--- src/rtl/core/lzss_pkg.sv ---
// ----------------------------------------------------------------------------
// lzss_pkg
// Shared types and constants of the LZSS stream decompressor: payload structs,
// configuration register indexes, controller states and the command and
// status groups between controller and datapath.
// ----------------------------------------------------------------------------
package lzss_pkg;

	// Field widths fixed by the compressed format
	localparam int BYTE_W      = 8;
	localparam int LEN_FIELD_W = 4;
	localparam int DIST_W      = 12;
	localparam int LEN_W       = 5;
	localparam int TOKEN_W     = 3;
	localparam int BIAS_W      = 2;
	localparam int ENTRY_W     = 24;
	localparam int CFG_IDX_W   = 1;
	localparam int CFG_DATA_W  = 24;

	localparam logic [BIAS_W-1:0]  BIAS_MAX        = 2'd2;
	localparam logic [BIAS_W-1:0]  BIAS_RESET      = 2'd1;
	localparam logic [ENTRY_W-1:0] ENTRY_RESET     = 24'd1;
	localparam logic [TOKEN_W-1:0] TOKEN_LAST      = 3'd7;

	typedef struct packed {
		logic [BYTE_W-1:0] in_byte;
		logic              first;
	} in_item_t;

	typedef struct packed {
		logic [BYTE_W-1:0] out_byte;
		logic              last;
	} out_item_t;

	typedef enum logic [CFG_IDX_W-1:0] {
		REG_MATCH_BIAS = 1'b0,
		REG_ENTRY_SIZE = 1'b1
	} cfg_reg_e;

	typedef enum logic [2:0] {
		ST_FLAG,
		ST_TOKEN,
		ST_HIGH,
		ST_READ,
		ST_COPY
	} state_t;

	typedef struct packed {
		logic take;
		logic take_flag;
		logic take_lit;
		logic take_low;
		logic take_high;
		logic issue_read;
		logic emit_copy;
		logic token_next;
		logic token_clear;
	} cmd_t;

	typedef struct packed {
		logic first;
		logic ent_zero;
		logic rem_zero;
		logic rem_one;
		logic tok_last;
		logic lit;
		logic len_one;
		logic slot_free;
	} sts_t;

endpackage

--- src/rtl/core/lzss_ctrl.sv ---
// ----------------------------------------------------------------------------
// lzss_ctrl
// Token sequencer: tracks flag, token and match-word phases, and steps the
// datapath through the read and write cycles of each copied byte.
// ----------------------------------------------------------------------------
module lzss_ctrl
	import lzss_pkg::*;
(
	input  logic clk,
	input  logic arst_n,
	input  logic in_valid,
	output logic in_ready,
	input  sts_t sts,
	output cmd_t cmd
);

	state_t state_q;
	state_t state_d;
	logic   in_state;
	logic   fire;

	assign in_state = (state_q == ST_FLAG) || (state_q == ST_TOKEN) || (state_q == ST_HIGH);
	assign in_ready = in_state && sts.slot_free;
	assign fire     = in_valid && in_ready;

	// next state
	always_comb begin
		state_d = state_q;
		unique case (state_q)
			ST_FLAG, ST_TOKEN, ST_HIGH: begin
				if (fire) begin
					if (sts.first) begin
						state_d = sts.ent_zero ? ST_FLAG : ST_TOKEN;
					end else if (!sts.rem_zero) begin
						unique case (state_q)
							ST_TOKEN: begin
								if (!sts.lit) begin
									state_d = ST_HIGH;
								end else if (sts.rem_one || sts.tok_last) begin
									state_d = ST_FLAG;
								end else begin
									state_d = ST_TOKEN;
								end
							end
							ST_HIGH: state_d = ST_READ;
							default: state_d = ST_TOKEN;
						endcase
					end
				end
			end
			ST_READ: state_d = ST_COPY;
			ST_COPY: begin
				if (sts.slot_free) begin
					if (!sts.len_one) begin
						state_d = ST_READ;
					end else if (sts.rem_one || sts.tok_last) begin
						state_d = ST_FLAG;
					end else begin
						state_d = ST_TOKEN;
					end
				end
			end
			default: state_d = ST_FLAG;
		endcase
	end

	// command decode
	always_comb begin
		cmd = '0;
		cmd.take = fire;
		unique case (state_q)
			ST_FLAG, ST_TOKEN, ST_HIGH: begin
				if (fire) begin
					if (sts.first) begin
						cmd.take_flag = !sts.ent_zero;
					end else if (!sts.rem_zero) begin
						unique case (state_q)
							ST_TOKEN: begin
								cmd.take_lit    = sts.lit;
								cmd.take_low    = !sts.lit;
								cmd.token_clear = sts.lit && sts.rem_one;
								cmd.token_next  = sts.lit && !sts.rem_one;
							end
							ST_HIGH: cmd.take_high = 1'b1;
							default: cmd.take_flag = 1'b1;
						endcase
					end
				end
			end
			ST_READ: cmd.issue_read = 1'b1;
			ST_COPY: begin
				if (sts.slot_free) begin
					cmd.emit_copy   = 1'b1;
					cmd.token_clear = sts.len_one && sts.rem_one;
					cmd.token_next  = sts.len_one && !sts.rem_one;
				end
			end
			default: cmd = '0;
		endcase
	end

	// state register
	always_ff @(posedge clk or negedge arst_n) begin
		if (!arst_n) begin
			state_q <= ST_FLAG;
		end else begin
			state_q <= state_d;
		end
	end

	a_copy_after_read: assert property (@(posedge clk) disable iff (!arst_n)
		state_q == ST_COPY |-> $past(state_q) == ST_READ || $past(state_q) == ST_COPY)
		else $error("copy cycle without a preceding history read");

	a_no_input_in_copy: assert property (@(posedge clk) disable iff (!arst_n)
		(state_q == ST_READ || state_q == ST_COPY) |-> !in_ready)
		else $error("input taken while a copy is running");

	a_token_cmd_excl: assert property (@(posedge clk) disable iff (!arst_n)
		!(cmd.token_next && cmd.token_clear))
		else $error("token index advanced and cleared together");

endmodule

--- config.mk ---
export PLATFORM = sky130hd
export DESIGN_NAME = lzss_ctrl
export DESIGN_NICKNAME = d
export VERILOG_FILES = /design/src/rtl/core/lzss_pkg.sv /design/src/rtl/core/lzss_ctrl.sv
export SDC_FILE = /design/constraint.sdc
export NUM_CORES = 1
export LEC_CHECK = 0
export ABC_AREA = 1
export BUFFER_PORTS_ARGS = -buffer_cell sky130_fd_sc_hd__buf_4
export CELL_PAD_IN_SITES_DETAIL_PLACEMENT = 1
export CELL_PAD_IN_SITES_GLOBAL_PLACEMENT = 1
export CORE_ASPECT_RATIO = 1.1
export CORE_MARGIN = 2
export CORE_UTILIZATION = 30
export DETAILED_ROUTE_END_ITERATION = 10
export GPL_TIMING_DRIVEN = 1
export PLACE_DENSITY_LB_ADDON = 0.08
export SYNTH_ARGS = -nofsm -noshare
export SYNTH_HDL_FRONTEND = slang
export SYNTH_SLANG_ARGS = --single-unit
--- constraint.sdc ---
create_clock -name clk -period 2.7 [get_ports clk]
set_input_delay 0.54 -clock clk [delete_from_list [all_inputs] [get_ports clk]]
set_output_delay 0.54 -clock clk [all_outputs]
set_load 0.02 [all_outputs]
==> results.toml <==
[power]
p_total_uw = 437
p_leak_nw = 0.338
p_per_area_nw_per_um2 = 713
ir_drop_v = 0.000183

[cells_and_area]
final_cell_mix = "buf_4 (20), nand2_1 (19), nor2_1 (7)"
drive_gt1_share_pct = 41.1
layout.nets = 102
final_common_cell = "buf_4"
utilization_pct = 44.9
multi_input_comb_area_um2 = 308
largest_reg_flops = 3
n_antenna_cell = 0
final_area_um2 = 613
fillers = 192
syn2layout_area_growth_pct = 40.8
seqCellArea_um2 = 75.1
top_register = "state_q"
top_regs = "state_q x3"

[clocking]
cts_tree = "yes"
clockRootBuffer = "clkbuf_4"
postCtsSetupBuffers = 0
cts.repair.resized = 0
h-tree-depth = 1
cts-buffers-inserted = 3
ctsHoldBuffers = 0
clk_latency_ns = 0.23
clkTransAtPathRegs_ns = 0.04
clockBufferDepth = 2
cts_sinks = 3

[sta]
max_freq_mhz = 487
tightest_slew_ns = 0.386
final.setup.worst_slack_ns = 0.645
slew-limit-headroom_pct = 74.3
clock_skew_ns = 0.00136
post-route-period-util_pct = 76.1
setup-tns-final_ns = 0
period_minus_slack_ns = 2.06
maxSlewViolCount = 0
rsz0062_at_grt = "no"
setup_violations = 0
hold_viol = 0

[setup_path]
cp.required_ns = 2.16
r2r_cells = 6
worst_path_max_delay_cell = "dfrtp_1"
critical_path_class = "reg -> out"
cpLargestDelayFamily = "simple AND/OR/NAND/NOR gates"
slowest_delay_ns = 0.50
cp_data_arrival_time_ns = 1.52
r2r_setup_slack_ns = 1.47
crit_chain = "nor2_2 -> nand2_1 -> nor3_1 -> nand4_1 -> nand2_1 -> buf_4"
start_kind = "flip-flop"
critPathMaxFanout = 8
critPathCaptureType = "output port"
r2r_start = "state_q[1]"
crit_buf_inv = 1
crit_top_cell = "nand2_1"
regToRegEndpoint = "state_q[1]"

[yosys]
syn_avg_cell_area_um2 = 6.40
synth.distinct_cells = 22
ys_ff_latch = 3
synth_top_cell_area_share_pct = 17.2
syn_area_um2 = 435
yosysSeqAreaShare_pct = 17.2
synth_area_leaders = "dfrtp_1 (17%), nand2_1 (16%), nor3_4 (7.5%)"
netlist_instances = 68
syn_nets = 79
yosys_warnings = 0
yosysTopAreaCell = "dfrtp_1"

[job]
maxCapViolCount = 0

[placement]
dpl_worst_slack_ns = 0.850
hpwl_um = 1050
place.gp.congestion = 0.746
place_area_um2 = 587
portBuffers = 20

[global_routing]
grt_max_degree = 10
antenna_found_initial = 0
first_global_vias = 524
grt_overflow = 0
grt_pass1_wl_um = 2000
grt.total_usage_pct = 16.0

[floorplan]
die_w_um = 40.3
fp.dieH_um = 44.0
die_area_um2 = 1770
core_um2 = 1370
start_util_pct = 31.9
ioPinCount = 21
fp-row-count = 14

[route]
num_vias = 510
viasPerCell = 4.81
firstDrtPassIters = 2
ant_nets = 0
routed_wl_um = 1200
post-route-drc-count = 0
routedWlPerCell_um = 11.4
drtIter0Drc = 1

[outcome]
outcome = "finished clean"

[worst_hold_path]
min_path_type = "in -> async"
## synthesized netlist by cell type
master   count
nand2_4      2
buf_4        1
nand4_1      4
nand3_1      5
nor2_1       7
nor2_2       2
nor2_4       1
o21ai_2      1
a21oi_2      1
nor3_4       2
nor4_1       1
buf_6        1
o21ai_1      3
inv_2        3
o21ai_0      1
nand2_1     19
dfrtp_1      3
a21oi_1      1
inv_1        6
nand4_2      1
nor3_1       2
nor3_2       1
## report_power, final
part           total, mW  leakage, nW  switching [mW]  internal [mW]
clock network     0.0766       0.0150          0.0213         0.0553
registers          0.114       0.0394          0.0522         0.0621
logic              0.246        0.283           0.152         0.0948
total              0.437        0.338           0.225          0.212
## cell families after synthesis
| logic type | Yosys count | share of synthesized area, % |
|---|---|---|
| AOI/OAI and AO/OA | 7 | 9.77 |
| and+or+nand+nor | 47 | 60.9 |
| buffers and inverters | 11 | 12.1 |
| DFF | 3 | 17.2 |
## final cells by class
class                      count  area share [%]
sequential                     3            12.2
timing repair buffer          20            24.5
tap                           16            3.27
clock buffer                   4            4.29
multi-input combinational     54            50.2
inverter                       9            5.51
## metal layers
| layer | up-vias | share of wire, % | track usage [%] |
|---|---|---|---|
| met2 | 11 | 52 | 27.6 |
| met4 | 0 | 0.83 | 8.00 |
| met1 | 231 | 44 | 19.6 |
| li1 | 266 | - | - |
| met5 | - | 0 | 0 |
| met3 | 2 | 3.4 | 0 |
## worst max path at each step
| stage | start | endpoint | slack, ns | cells past startpoint |
|---|---|---|---|---|
| after floorplan | state_q[0] | cmd[4] | 0.91 | 6 |
| after global placement | sts[0] | cmd[0] | 0.85 | 6 |
| after detailed placement | sts[0] | cmd[0] | 0.85 | 6 |
| after CTS | state_q[1] | cmd[0] | 0.62 | 6 |
| after global routing | state_q[1] | cmd[1] | 0.48 | 6 |
| final | state_q[1] | cmd[0] | 0.64 | 6 |
## worst register-to-register path: stages, from the launching register on
cell and delay, ns:
dfrtp_1 0.50, nand2_4 0.15, nand2_4 0.09, a21oi_2 0.18
nor2_2 0.07, nand2_1 0.06, nand2_1 0.05
## through the flow
stage	hold slack, ns	cells
6_report	0.0925	106
5_1_grt	0.0894	106
4_1_cts	0.0854	106
3_5_place_dp	0.329	102
3_3_place_gp	0.329	102
2_1_floorplan	0.244	68
No activity file was read; power rests on OpenSTA's default activity.
